<file path="src/rtl/eesh_pkg.sv">
// ----------------------------------------------------------------------------
// eesh_pkg
// Shared types, codes and constants of the event energy histogrammer.
// ----------------------------------------------------------------------------
package eesh_pkg;

    localparam int NUM_BINS_DEF = 2048;
    localparam int SUM_W        = 24;
    localparam int CNT_W        = 32;
    localparam int BW_W         = 13;
    localparam int TIME_W       = 24;
    localparam int EID_W        = 32;
    localparam int ENE_W        = 20;
    localparam int IDX_W        = 12;
    localparam int CFG_W        = 24;

    localparam logic [SUM_W-1:0] SUM_MAX = '1;
    localparam logic [CNT_W-1:0] CNT_MAX = '1;

    typedef enum logic [1:0] {
        REQ_HIT  = 2'd0,
        REQ_EOD  = 2'd1,
        REQ_READ = 2'd2,
        REQ_NONE = 2'd3
    } eesh_req_t;

    typedef enum logic [1:0] {
        CFG_WINDOW_LOW  = 2'd0,
        CFG_WINDOW_HIGH = 2'd1,
        CFG_BIN_WIDTH   = 2'd2,
        CFG_UNUSED      = 2'd3
    } eesh_cfg_idx_t;

    // one command from the front to the back, one per input word
    typedef struct packed {
        logic             close;
        logic [SUM_W-1:0] sum_in;
        logic [SUM_W-1:0] sum_out;
        logic             is_read;
        logic             sel_out;
        logic [IDX_W-1:0] idx;
        logic             accepted;
    } eesh_cmd_t;

    typedef struct packed {
        logic clearing;
    } eesh_back_status_t;

    typedef enum logic [3:0] {
        BK_CLEAR,
        BK_IDLE,
        BK_PLANE,
        BK_DIV,
        BK_BIN,
        BK_RMW,
        BK_RD_WAIT,
        BK_RESULT
    } eesh_back_state_t;

    function automatic logic [CNT_W-1:0] sat_inc(input logic [CNT_W-1:0] v);
        return (v == CNT_MAX) ? v : v + 1'b1;
    endfunction

endpackage

</file>
<file path="src/rtl/eesh_fifo.sv">
// ----------------------------------------------------------------------------
// eesh_fifo
// Two-entry command queue between front and back end.
// ----------------------------------------------------------------------------
module eesh_fifo (
    input  logic                clk,
    input  logic                rst_n,
    input  logic                push,
    input  eesh_pkg::eesh_cmd_t push_data,
    input  logic                pop,
    output eesh_pkg::eesh_cmd_t head,
    output logic                not_empty,
    output logic                not_full
);
    import eesh_pkg::*;

    eesh_cmd_t  entry_reg [2];
    logic       wr_ptr_reg, wr_ptr_next;
    logic       rd_ptr_reg, rd_ptr_next;
    logic [1:0] count_reg, count_next;

    assign head      = entry_reg[rd_ptr_reg];
    assign not_empty = (count_reg != 2'd0);
    assign not_full  = (count_reg != 2'd2);

    always_comb
    begin
        wr_ptr_next = push ? ~wr_ptr_reg : wr_ptr_reg;
        rd_ptr_next = pop ? ~rd_ptr_reg : rd_ptr_reg;
        count_next  = count_reg + {1'b0, push} - {1'b0, pop};
    end

    always_ff @(posedge clk)
    begin
        if (push)
            entry_reg[wr_ptr_reg] <= push_data;
    end

    always_ff @(posedge clk or negedge rst_n)
    begin
        if (!rst_n)
        begin
            wr_ptr_reg <= 1'b0;
            rd_ptr_reg <= 1'b0;
            count_reg  <= '0;
        end
        else
        begin
            wr_ptr_reg <= wr_ptr_next;
            rd_ptr_reg <= rd_ptr_next;
            count_reg  <= count_next;
        end
    end

endmodule

</file>
<file path="config.mk">
export PLATFORM = sky130hd
export DESIGN_NAME = eesh_fifo
export DESIGN_NICKNAME = d
export VERILOG_FILES = /design/src/rtl/eesh_pkg.sv /design/src/rtl/eesh_fifo.sv
export SDC_FILE = /design/constraint.sdc
export NUM_CORES = 1
export LEC_CHECK = 0
export ABC_AREA = 1
export BUFFER_PORTS_ARGS = -buffer_cell sky130_fd_sc_hd__buf_2
export CORE_MARGIN = 2
export CORE_UTILIZATION = 45
export CTS_BUF_LIST = sky130_fd_sc_hd__clkbuf_2
export DETAILED_ROUTE_END_ITERATION = 10
export PLACE_DENSITY = 0.69
export SLEW_MARGIN = 20
export SYNTH_ARGS = -nofsm -noshare
export SYNTH_HDL_FRONTEND = slang
export SYNTH_SLANG_ARGS = --single-unit
</file>
<file path="constraint.sdc">
create_clock -name clk -period 9 [get_ports clk]
set_input_delay 0.9 -clock clk [delete_from_list [all_inputs] [get_ports clk]]
set_output_delay 0.9 -clock clk [all_outputs]
set_load 0.005 [all_outputs]
</file>
==> impl_metrics.json <==
{
  "syn-instance-count": 359,
  "period_needed_ns": 3.03,
  "globalplace.congestion": 0.711,
  "cts_buffers": 17,
  "root_buffer": "clkbuf_2",
  "drc": 0,
  "critPathCaptureType": "output port",
  "multi_input_area_um2": 649,
  "htreeDepth": 4,
  "drt_first_pass_iters": 4,
  "synth-seq-cells": 132,
  "gr-total-overflow": 0,
  "slowest_delay_ns": 0.81,
  "crit_path_top_delay_cell": "dfrtp_4",
  "p_leak_uw": 0.00259,
  "yosysUniqueCellTypes": 13,
  "rr_endpoint": "entry_reg[1][25]",
  "cts_sinks": 132,
  "synth_nets": 429,
  "synth_warnings": 0,
  "worstPathCellList": "buf_12 -> nand2_1 -> o21ai_0 -> buf_2",
  "power.density_nw_per_um2": 280,
  "cp_data_required_time_ns": 8.10,
  "postSynth.asyncResetShare_pct": 3.03,
  "clk_pin_slew_worst_paths_ns": 0.19,
  "yosysSeqAreaShare_pct": 79.0,
  "antenna_found_initial": 0,
  "synth_edf_count": 128,
  "drt_wl_total_um": 8380,
  "grt_max_degree": 130,
  "skew_ns": 0.0196,
  "syn_area_um2": 4990,
  "largest_register_ffs": 128,
  "post-synth-top-count-cell": "edfxtp_1",
  "rrSetupSlack_ns": 7.05,
  "synth_area_leaders": "edfxtp_1, nand2_1, inv_1, o21ai_0, buf_6",
  "final_antenna_net_count": 0,
  "ys.flop_type": "edfxtp_1",
  "cap_violations": 0,
  "die_area_um2": 12000,
  "vias": 2936,
  "crit_end": "head[37]",
  "cp.arrival_ns": 2.13,
  "ctsResizeCount": 0,
  "maxSlewViolCount": 0,
  "crit_path_start": "rd_ptr_reg",
  "grt.total_usage_pct": 14.5,
  "max_freq_mhz": 330,
  "insertedDiodeCount": 0,
  "design_area_um2": 5990,
  "setup-violations-final": 0,
  "instances_no_fill": 654,
  "yosysTopAreaCellShare_pct": 77.0,
  "wire_per_inst_um": 12.8,
  "hold_depth": 1,
  "critPathKind": "flip-flop to output port",
  "dp_slack_ns": 6.42,
  "cts_max_path_buffers": 2,
  "rr_worst_depth": 3,
  "fp.dieW_um": 109,
  "core_um2": 10800,
  "place_inst": 620,
  "seq_area_um2": 3950,
  "area_growth_pct": 19.9,
  "cts_tree": "done",
  "io_buffers": 133,
  "place_area_um2": 5720,
  "grt_pass1_wl_um": 12700,
  "layout-drive-gt1-share_pct": 32.3,
  "rows": 38,
  "worst_slack_ns": 5.97,
  "tns_ns": 0,
  "initial_core_util_pct": 46.1,
  "yosys.area.top_type": "edfxtp_1",
  "die_y_um": 109,
  "drt-initial-drc-count": 136,
  "hp-start": "push_data[8]",
  "fin_crit_sh_pct": 33.7,
  "max-slew-margin-rel_pct": 57.0,
  "final_util_pct": 55.2,
  "n_fill_cell": 933,
  "viasPerCell": 4.49,
  "cp_max_fo": 73,
  "fin_nets": 571,
  "rsz0062_at_grt": "no",
  "timing.rr.start": "wr_ptr_reg",
  "finalHoldViolCount": 0,
  "ioPinCount": 134,
  "post_cts_buffers": 0,
  "worst_hold_path_type": "input port to flip-flop",
  "tightest_slew_ns": 0.644,
  "dp_hpwl_um": 5340,
  "clk_latency_ns": 0.63,
  "yosys-top-cells-count": "edfxtp_1, nand2_1, inv_1",
  "grt_pass1_vias": 2780,
  "status": "completed",
  "syn_avg_cell_area_um2": 13.9,
  "ir_drop_uv": 169,
  "start_kind": "flip-flop"
}
## layer usage
layer / GRT usage [%] / up-vias / wire length (um)
li1: - / 1489 / -
met4: 6.60 / 0 / 61
met1: 16.2 / 1356 / 3500
met2: 23.9 / 87 / 4190
met3: 6.22 / 4 / 630
met5: 0 / - / 0
## layout make-up
type,count,share of cell area [%]
clock buffers,20,1.67
clock inverters,12,2.32
inverters,71,4.45
multi-input cells,142,10.8
flip-flops and latches,132,65.9
well taps,140,2.93
repair buffers,137,11.9
## cell families (layout without fill, tap and decap cells)
group	after synthesis	after routing	synth area share, %
fa+ha+maj	2	2	0.501
compound gates	64	64	6.41
simple gates	74	74	5.59
xor+xnor	2	2	0.351
flops	132	132	79.0
buf+inv	85	240	8.19
## worst max-delay path, delay by kind of cell (launching register included)
kind | cells | cell delay [ns]
buf+inv | 2 | 0.47
simple gates | 1 | 0.07
flops | 1 | 0.81
compound gates | 1 | 0.11
## layout by cell type (no fill, tap or decap), types with 2 or more instances in the layout
cell / instances
clkinvlp_4: 4
ha_1: 2
bufinv_16: 3
buf_4: 2
xor2_1: 2
nand2_1: 72
inv_1: 70
buf_2: 133
edfxtp_1: 128
o21ai_0: 48
clkbuf_2: 20
o21ai_1: 16
clkinv_1: 5
dfrtp_1: 3
## worst min path at each step
stage	end	slack (ns)
6_report	entry_reg[1][8]	0.43
5_1_grt	entry_reg[0][9]	0.32
4_1_cts	entry_reg[1][8]	0.35
3_5_place_dp	wr_ptr_reg	0.54
3_3_place_gp	wr_ptr_reg	0.53
2_1_floorplan	wr_ptr_reg	0.46
## power by group
| part | total [uW] | internal [uW] | switching, uW | leakage, uW |
|---|---|---|---|---|
| registers | 879 | 816 | 63.2 | 0.00125 |
| clock network | 349 | 153 | 196 | 0.000134 |
| logic | 447 | 184 | 263 | 0.00121 |
| total | 1670 | 1150 | 522 | 0.00259 |
## stage by stage
stage	hold slack [ns]	total power, uW
floorplan	0.463	1170
global placement	0.533	1330
detailed placement	0.544	1350
CTS	0.351	1690
global route	0.319	1800
finish	0.433	1670
## repair_timing
| action | in CTS | in global routing |
|---|---|---|
| endpoints found under the setup margin | 0 | 0 |
| hold buffers | 1 | 0 |
| endpoints found under the hold margin | 4 | 0 |
Power figures use the tool's default switching activity.
