===== config.mk =====
export PLATFORM = sky130hd
export DESIGN_NAME = eesh_front_flat
export DESIGN_NICKNAME = d
export VERILOG_FILES = /design/src/rtl/eesh_pkg.sv /design/src/rtl/eesh_if.sv /design/src/rtl/eesh_front.sv /design/src/flat_wrapper.sv
export SDC_FILE = /design/constraint.sdc
export NUM_CORES = 1
export LEC_CHECK = 0
export BUFFER_PORTS_ARGS = -buffer_cell sky130_fd_sc_hd__buf_2
export CORE_MARGIN = 2
export CORE_UTILIZATION = 35
export DETAILED_ROUTE_END_ITERATION = 12
export GPL_ROUTABILITY_DRIVEN = 0
export HOLD_SLACK_MARGIN = 0.1
export PLACE_DENSITY = 0.64
export SLEW_MARGIN = 15
export SYNTH_ARGS = -nofsm -noshare
export SYNTH_HDL_FRONTEND = slang
export SYNTH_SLANG_ARGS = --single-unit

===== constraint.sdc =====
create_clock -name clk -period 4.5 [get_ports clk]
set_input_delay 0.225 -clock clk [delete_from_list [all_inputs] [get_ports clk]]
set_output_delay 0.225 -clock clk [all_outputs]
set_load 0.01 [all_outputs]

===== src/rtl/eesh_pkg.sv =====
// ----------------------------------------------------------------------------
// eesh_pkg
// Shared types, codes and constants of the event energy histogrammer.
// ----------------------------------------------------------------------------
package eesh_pkg;

    localparam int NUM_BINS_DEF = 2048;
    localparam int SUM_W        = 24;
    localparam int CNT_W        = 32;
    localparam int BW_W         = 13;
    localparam int TIME_W       = 24;
    localparam int EID_W        = 32;
    localparam int ENE_W        = 20;
    localparam int IDX_W        = 12;
    localparam int CFG_W        = 24;

    localparam logic [SUM_W-1:0] SUM_MAX = '1;
    localparam logic [CNT_W-1:0] CNT_MAX = '1;

    typedef enum logic [1:0] {
        REQ_HIT  = 2'd0,
        REQ_EOD  = 2'd1,
        REQ_READ = 2'd2,
        REQ_NONE = 2'd3
    } eesh_req_t;

    typedef enum logic [1:0] {
        CFG_WINDOW_LOW  = 2'd0,
        CFG_WINDOW_HIGH = 2'd1,
        CFG_BIN_WIDTH   = 2'd2,
        CFG_UNUSED      = 2'd3
    } eesh_cfg_idx_t;

    // one command from the front to the back, one per input word
    typedef struct packed {
        logic             close;
        logic [SUM_W-1:0] sum_in;
        logic [SUM_W-1:0] sum_out;
        logic             is_read;
        logic             sel_out;
        logic [IDX_W-1:0] idx;
        logic             accepted;
    } eesh_cmd_t;

    typedef struct packed {
        logic clearing;
    } eesh_back_status_t;

    typedef enum logic [3:0] {
        BK_CLEAR,
        BK_IDLE,
        BK_PLANE,
        BK_DIV,
        BK_BIN,
        BK_RMW,
        BK_RD_WAIT,
        BK_RESULT
    } eesh_back_state_t;

    function automatic logic [CNT_W-1:0] sat_inc(input logic [CNT_W-1:0] v);
        return (v == CNT_MAX) ? v : v + 1'b1;
    endfunction

endpackage


===== src/rtl/eesh_if.sv =====
// ----------------------------------------------------------------------------
// eesh_if
// Valid/ready channels for request words and result words.
// ----------------------------------------------------------------------------
interface eesh_in_if;
    logic                      valid;
    logic                      ready;
    logic [1:0]                req_type;
    logic [eesh_pkg::EID_W-1:0]  event_id;
    logic [eesh_pkg::ENE_W-1:0]  deposit_energy;
    logic [eesh_pkg::TIME_W-1:0] hit_time;
    logic                      in_plane;
    logic                      hist_select;
    logic [eesh_pkg::IDX_W-1:0]  bin_index;

    modport source (output valid, req_type, event_id, deposit_energy, hit_time,
                    in_plane, hist_select, bin_index, input ready);
    modport sink   (input valid, req_type, event_id, deposit_energy, hit_time,
                    in_plane, hist_select, bin_index, output ready);
endinterface



===== src/rtl/eesh_front.sv =====
// ----------------------------------------------------------------------------
// eesh_front
// Accepts request words, applies the time window, builds plane sums and
// issues one command per word to the back end.
// ----------------------------------------------------------------------------
module eesh_front (
    input  logic                        clk,
    input  logic                        rst_n,
    eesh_in_if.sink                     in_ch,
    input  logic                        push_ok,
    input  logic [eesh_pkg::TIME_W-1:0] window_low,
    input  logic [eesh_pkg::TIME_W-1:0] window_high,
    output logic                        push,
    output eesh_pkg::eesh_cmd_t         cmd
);
    import eesh_pkg::*;

    logic [EID_W-1:0] current_event_reg, current_event_next;
    logic             event_open_reg, event_open_next;
    logic [SUM_W-1:0] sum_in_reg, sum_in_next;
    logic [SUM_W-1:0] sum_out_reg, sum_out_next;
    logic             in_window;
    logic [SUM_W-1:0] base_sum;
    logic [SUM_W:0]   add_sum;
    logic [SUM_W-1:0] sat_sum;

    assign in_ch.ready = push_ok;
    assign in_window = (in_ch.hit_time >= window_low) && (in_ch.hit_time <= window_high);

    always_comb
    begin
        current_event_next = current_event_reg;
        event_open_next    = event_open_reg;
        sum_in_next        = sum_in_reg;
        sum_out_next       = sum_out_reg;
        push               = 1'b0;
        cmd                = '0;
        base_sum           = '0;
        add_sum            = '0;
        sat_sum            = '0;
        if (in_ch.valid && push_ok)
        begin
            push = 1'b1;
            case (eesh_req_t'(in_ch.req_type))
                REQ_HIT:
                begin
                    cmd.close   = event_open_reg && (in_ch.event_id != current_event_reg);
                    cmd.sum_in  = sum_in_reg;
                    cmd.sum_out = sum_out_reg;
                    cmd.accepted = in_window;
                    // drop the old sums when this hit closes the open event
                    if (cmd.close)
                    begin
                        sum_in_next  = '0;
                        sum_out_next = '0;
                    end
                    base_sum = in_ch.in_plane ? sum_in_next : sum_out_next;
                    add_sum  = {1'b0, base_sum} + (SUM_W+1)'(in_ch.deposit_energy);
                    sat_sum  = add_sum[SUM_W] ? SUM_MAX : add_sum[SUM_W-1:0];
                    if (in_window)
                    begin
                        if (in_ch.in_plane)
                            sum_in_next = sat_sum;
                        else
                            sum_out_next = sat_sum;
                    end
                    current_event_next = in_ch.event_id;
                    event_open_next    = 1'b1;
                end
                REQ_EOD:
                begin
                    cmd.close       = event_open_reg;
                    cmd.sum_in      = sum_in_reg;
                    cmd.sum_out     = sum_out_reg;
                    sum_in_next     = '0;
                    sum_out_next    = '0;
                    event_open_next = 1'b0;
                end
                REQ_READ:
                begin
                    cmd.is_read = 1'b1;
                    cmd.sel_out = in_ch.hist_select;
                    cmd.idx     = in_ch.bin_index;
                end
                default:
                begin
                    cmd = '0;
                end
            endcase
        end
    end

    always_ff @(posedge clk or negedge rst_n)
    begin
        if (!rst_n)
        begin
            current_event_reg <= '0;
            event_open_reg    <= 1'b0;
            sum_in_reg        <= '0;
            sum_out_reg       <= '0;
        end
        else
        begin
            current_event_reg <= current_event_next;
            event_open_reg    <= event_open_next;
            sum_in_reg        <= sum_in_next;
            sum_out_reg       <= sum_out_next;
        end
    end

endmodule


===== src/flat_wrapper.sv =====
// flat-port wrapper written by rule: the top's interface ports become plain ports
module eesh_front_flat import eesh_pkg::*;
  (clk, rst_n, push_ok, window_low, window_high, push, cmd, in_ch_valid, in_ch_req_type, in_ch_event_id, in_ch_deposit_energy, in_ch_hit_time, in_ch_in_plane, in_ch_hist_select, in_ch_bin_index, in_ch_ready);
  eesh_in_if in_ch_i ();
  input  logic clk;
  input  logic rst_n;
  input  logic push_ok;
  input  logic [eesh_pkg::TIME_W-1:0] window_low;
  input  logic [eesh_pkg::TIME_W-1:0] window_high;
  output logic push;
  output eesh_pkg::eesh_cmd_t cmd;
  input wire logic [$bits(in_ch_i.valid)-1:0] in_ch_valid;
  input wire logic [$bits(in_ch_i.req_type)-1:0] in_ch_req_type;
  input wire logic [$bits(in_ch_i.event_id)-1:0] in_ch_event_id;
  input wire logic [$bits(in_ch_i.deposit_energy)-1:0] in_ch_deposit_energy;
  input wire logic [$bits(in_ch_i.hit_time)-1:0] in_ch_hit_time;
  input wire logic [$bits(in_ch_i.in_plane)-1:0] in_ch_in_plane;
  input wire logic [$bits(in_ch_i.hist_select)-1:0] in_ch_hist_select;
  input wire logic [$bits(in_ch_i.bin_index)-1:0] in_ch_bin_index;
  output wire logic [$bits(in_ch_i.ready)-1:0] in_ch_ready;
  assign in_ch_i.valid = in_ch_valid;
  assign in_ch_i.req_type = in_ch_req_type;
  assign in_ch_i.event_id = in_ch_event_id;
  assign in_ch_i.deposit_energy = in_ch_deposit_energy;
  assign in_ch_i.hit_time = in_ch_hit_time;
  assign in_ch_i.in_plane = in_ch_in_plane;
  assign in_ch_i.hist_select = in_ch_hist_select;
  assign in_ch_i.bin_index = in_ch_bin_index;
  assign in_ch_ready = in_ch_i.ready;
  eesh_front u_core (.clk(clk), .rst_n(rst_n), .in_ch(in_ch_i), .push_ok(push_ok), .window_low(window_low), .window_high(window_high), .push(push), .cmd(cmd));
endmodule

==> summary.md <==
| Metric | Value |
|---|---|
| Status | `finished clean` |
| Clock Path Buffers | `2` |
| Synth cell types | `53` |
| I/O pin cnt | `210` |
| Largest net degree at the start of global routing | `53` |
| Worst EP arrival | `4.18 ns` |
| RSZ-0062 raised after global routing | `no` |
| Area Growth Syn to Fin | `25.7%` |
| Post-synth top flop | `dfrtp_1` |
| Synth async-reset ratio | `100%` |
| N_diodes | `0` |
| Clock power frac | `34.3%` |
| CTS Buf Count | `9` |
| Setup crit end kind | `flop` |
| Post-synth top area share | `31.5%` |
| Iter 0 DRT Violations | `173` |
| Top-count cell post-synth | `dfrtp_1` |
| P_leak | `4.29 nW` |
| Fin cells | `1132` |
| Slew @ Worst Pin | `0.950 ns` |
| Dpl cells | `1115` |
| Port bufs | `209` |
| Fin crit period | `3.94 ns` |
| # rows | `49` |
| Fraction of layout cells with a size suffix above 1 | `31.1%` |
| Fin area | `8090 um2` |
| Yosys top cell by area | `dfrtp_1` |
| Post-synth EDFFs | `0` |
| Hold crit path type | `primary input to flop` |
| Sw power | `654 uW` |
| Post-route setup slack | `0.561 ns` |
| Largest family of logic cells by synthesized area | `compound AO/OA/AOI/OAI gates` |
| Nets | `1111` |
| Total Routing Usage GR | `18.5%` |
| Slew Limit Fails | `0` |
| Drt via density | `5.12` |
| Total Wirelength | `18.2 mm` |
| Total grt overflow | `0` |
| Sequential power share | `39.6%` |
| Synth warnings | `0` |
| Final ANT Viol Nets | `0` |
| Power density over the cells | `278 nW/um2` |
| CP Max Fanout | `13` |
| CTS tree | `done` |
| Simple-gate area share of the yosys netlist | `16.4%` |
| Setup violators final | `0` |
| Placed inst area | `7750 um2` |
| Initial antenna violation count | `0` |
| Synth area leaders | `dfrtp_1 (31%), ha_1 (13%), mux2_2 (5.9%)` |
| Synth Area in Compound Gates | `17.7%` |
| Post-Synthesis Cells | `690` |
| Syn_area_per_cell | `9.33 um2` |
| MaxCap Viol Count | `0` |
| Sink Count | `81` |
| Mux cell area share after synthesis | `9.53%` |
| Adder-cell area share of the yosys netlist | `13.5%` |
| Pre-antenna DRT Iters | `7` |
| CP required | `4.74 ns` |
| Die X | `140 um` |
| Mapped cell area | `6440 um2` |
| Root Buffer Master | `clkbuf_16` |
| Internal | `1.59 mW` |
| Die height | `140 um` |
| Pre-CTS WS | `0.372 ns` |
| Worst Skew | `0.00719 ns` |
| Vias in the first global route | `5776` |
| Max reg flops | `32` |
| Worst slew margin | `36.5%` |
| CTS H-Tree Depth | `3` |
| Post-synthesis sequential area ratio | `31.5%` |
| Setup_tns | `0 ns` |
| Clk slew on worst S/H paths | `0.06 ns` |
| Comb power frac | `26.1%` |
| Initial core utilization | `35.7%` |
| First-pass GRT wire length | `29.3 mm` |
| Final Hold Violating Endpoints | `0` |
| Worst setup path category | `flop to flop` |
| Fmax | `0.254 GHz` |
| Worst-Skew Late Latency | `0.34 ns` |
| Total die area | `19500 um2` |
| Core region area | `18000 um2` |
| Fin crit share | `87.5%` |
| Synthesized net count | `903` |
| Type of origin of the critical path | `flop` |
| Synth top cells by count | `dfrtp_1 (81), ha_1 (68), and2_1 (61), inv_1 (59), nor2_1 (44)` |
| Avg WL per Cell | `16.1 um` |
| DR vias | `5799` |
| DPL Wire Length | `14.4 mm` |
| Worst vdd ir | `0.000152 V` |
| Remaining DRCs | `0` |
| Post-Synth XOR/XNOR Area | `6.12%` |
| Sw Share | `29.1%` |
| Synth Register Bits | `81` |
==> final cells by class <==
class	count	area, um2
clock inverters	4	50.0
fillers	1783	9930
well taps	229	287
clock buffers	12	267
repair buffers	221	1140
flip-flops and latches	81	2030
inverters	59	221
multi-input cells	526	4100
==> repair_timing <==
action | 4_1_cts | 5_1_grt
buffers inserted | 0 | 0
resized for setup | 0 | 4
endpoints found under the hold margin | 29 | 0
setup endpoints to repair | 0 | 14
hold buffers | 1 | 0
==> critical path: stages, from the launching register on <==
cell	delay, ns
dfrtp_1	0.39
xnor2_1	0.16
nand4_1	0.15
nor4_2	0.39
a21boi_2	0.27
nor2_1	0.16
ha_1	0.20
inv_1	0.06
fa_1	0.38
nand2b_1	0.19
a21o_1	0.21
a211oi_2	0.29
o21ai_0	0.22
and3b_1	0.20
a21boi_0	0.20
o221ai_1	0.19
o2bb2ai_1	0.17
==> layer usage <==
metal	vias to the layer above	track usage [%]	routed length [um]
met5	-	0	0
met4	0	4.89	317
met3	20	2.75	951
met2	169	31.9	8690
met1	2730	24.2	8260
li1	2880	-	-
==> power by group through the flow <==
stage / Clock [mW] / Sequential [mW] / Combinational [mW]
floorplan: 0 / 0.883 / 0.401
global placement: 0 / 0.897 / 0.579
detailed placement: 0 / 0.902 / 0.586
CTS: 0.786 / 0.889 / 0.591
global route: 0.816 / 0.904 / 0.658
finish: 0.770 / 0.890 / 0.587
==> placed cells by master (no fill, tap or decap), drive strengths merged, types with 5 or more instances in the layout <==
cell type	synthesis	final
a211oi	5	5
a21o	20	20
a21oi	38	38
a22o	10	10
and2	61	61
and3	6	6
buf	6	220
clkbuf	18	12
dfrtp	81	81
ha	68	68
inv	59	59
mux2	34	34
mux2i	23	23
nand2	23	23
nand2b	7	7
nand3	10	10
nand4	16	16
nor2	44	44
nor3	6	6
o211ai	7	7
o21a	6	6
o21ai	18	18
o2bb2ai	36	36
xnor2	40	40
xor2	5	5
==> path summary, 6_finish.rpt <==
kind                                                          startpoint  cells past startpoint                                        to  slack (ns)
worst min-delay path                                  in_ch_event_id[22]                      2  u_core.current_event_reg[22]$_DFFE_PN0P_        0.15
max in group asynchronous                                          rst_n                      3         u_core.sum_out_reg[4]$_DFFE_PN0P_        3.14
worst max register to register  u_core.current_event_reg[18]$_DFFE_PN0P_                     16        u_core.sum_out_reg[21]$_DFFE_PN0P_        0.56
min in group asynchronous                                          rst_n                      2   u_core.current_event_reg[5]$_DFFE_PN0P_        0.35
worst min register to register        u_core.sum_out_reg[11]$_DFFE_PN0P_                      1        u_core.sum_out_reg[11]$_DFFE_PN0P_        0.51
worst max-delay path            u_core.current_event_reg[18]$_DFFE_PN0P_                     16        u_core.sum_out_reg[21]$_DFFE_PN0P_        0.56
==> cells by family (layout without fill, tap and decap cells) <==
kind of cell,after synthesis,count (layout)
AND/OR/NAND/NOR,196,196
AO/OA/AOI/OAI,159,159
buffers and inverters,83,296
flip-flops,81,81
adder cells (fa/ha/maj),69,69
multiplexers,57,57
XOR/XNOR,45,45
==> per-stage QoR <==
stage                     util, %  power, mW  hold slack (ns)
final                        44.9       2.25            0.145
after global routing         44.9       2.38            0.144
after CTS                    44.8       2.27            0.138
after detailed placement     43.0       1.49            0.189
after global placement       43.0       1.48            0.181
after floorplan                 -       1.28          -0.0706
Note: power is estimated with default switching activity, not from simulation.
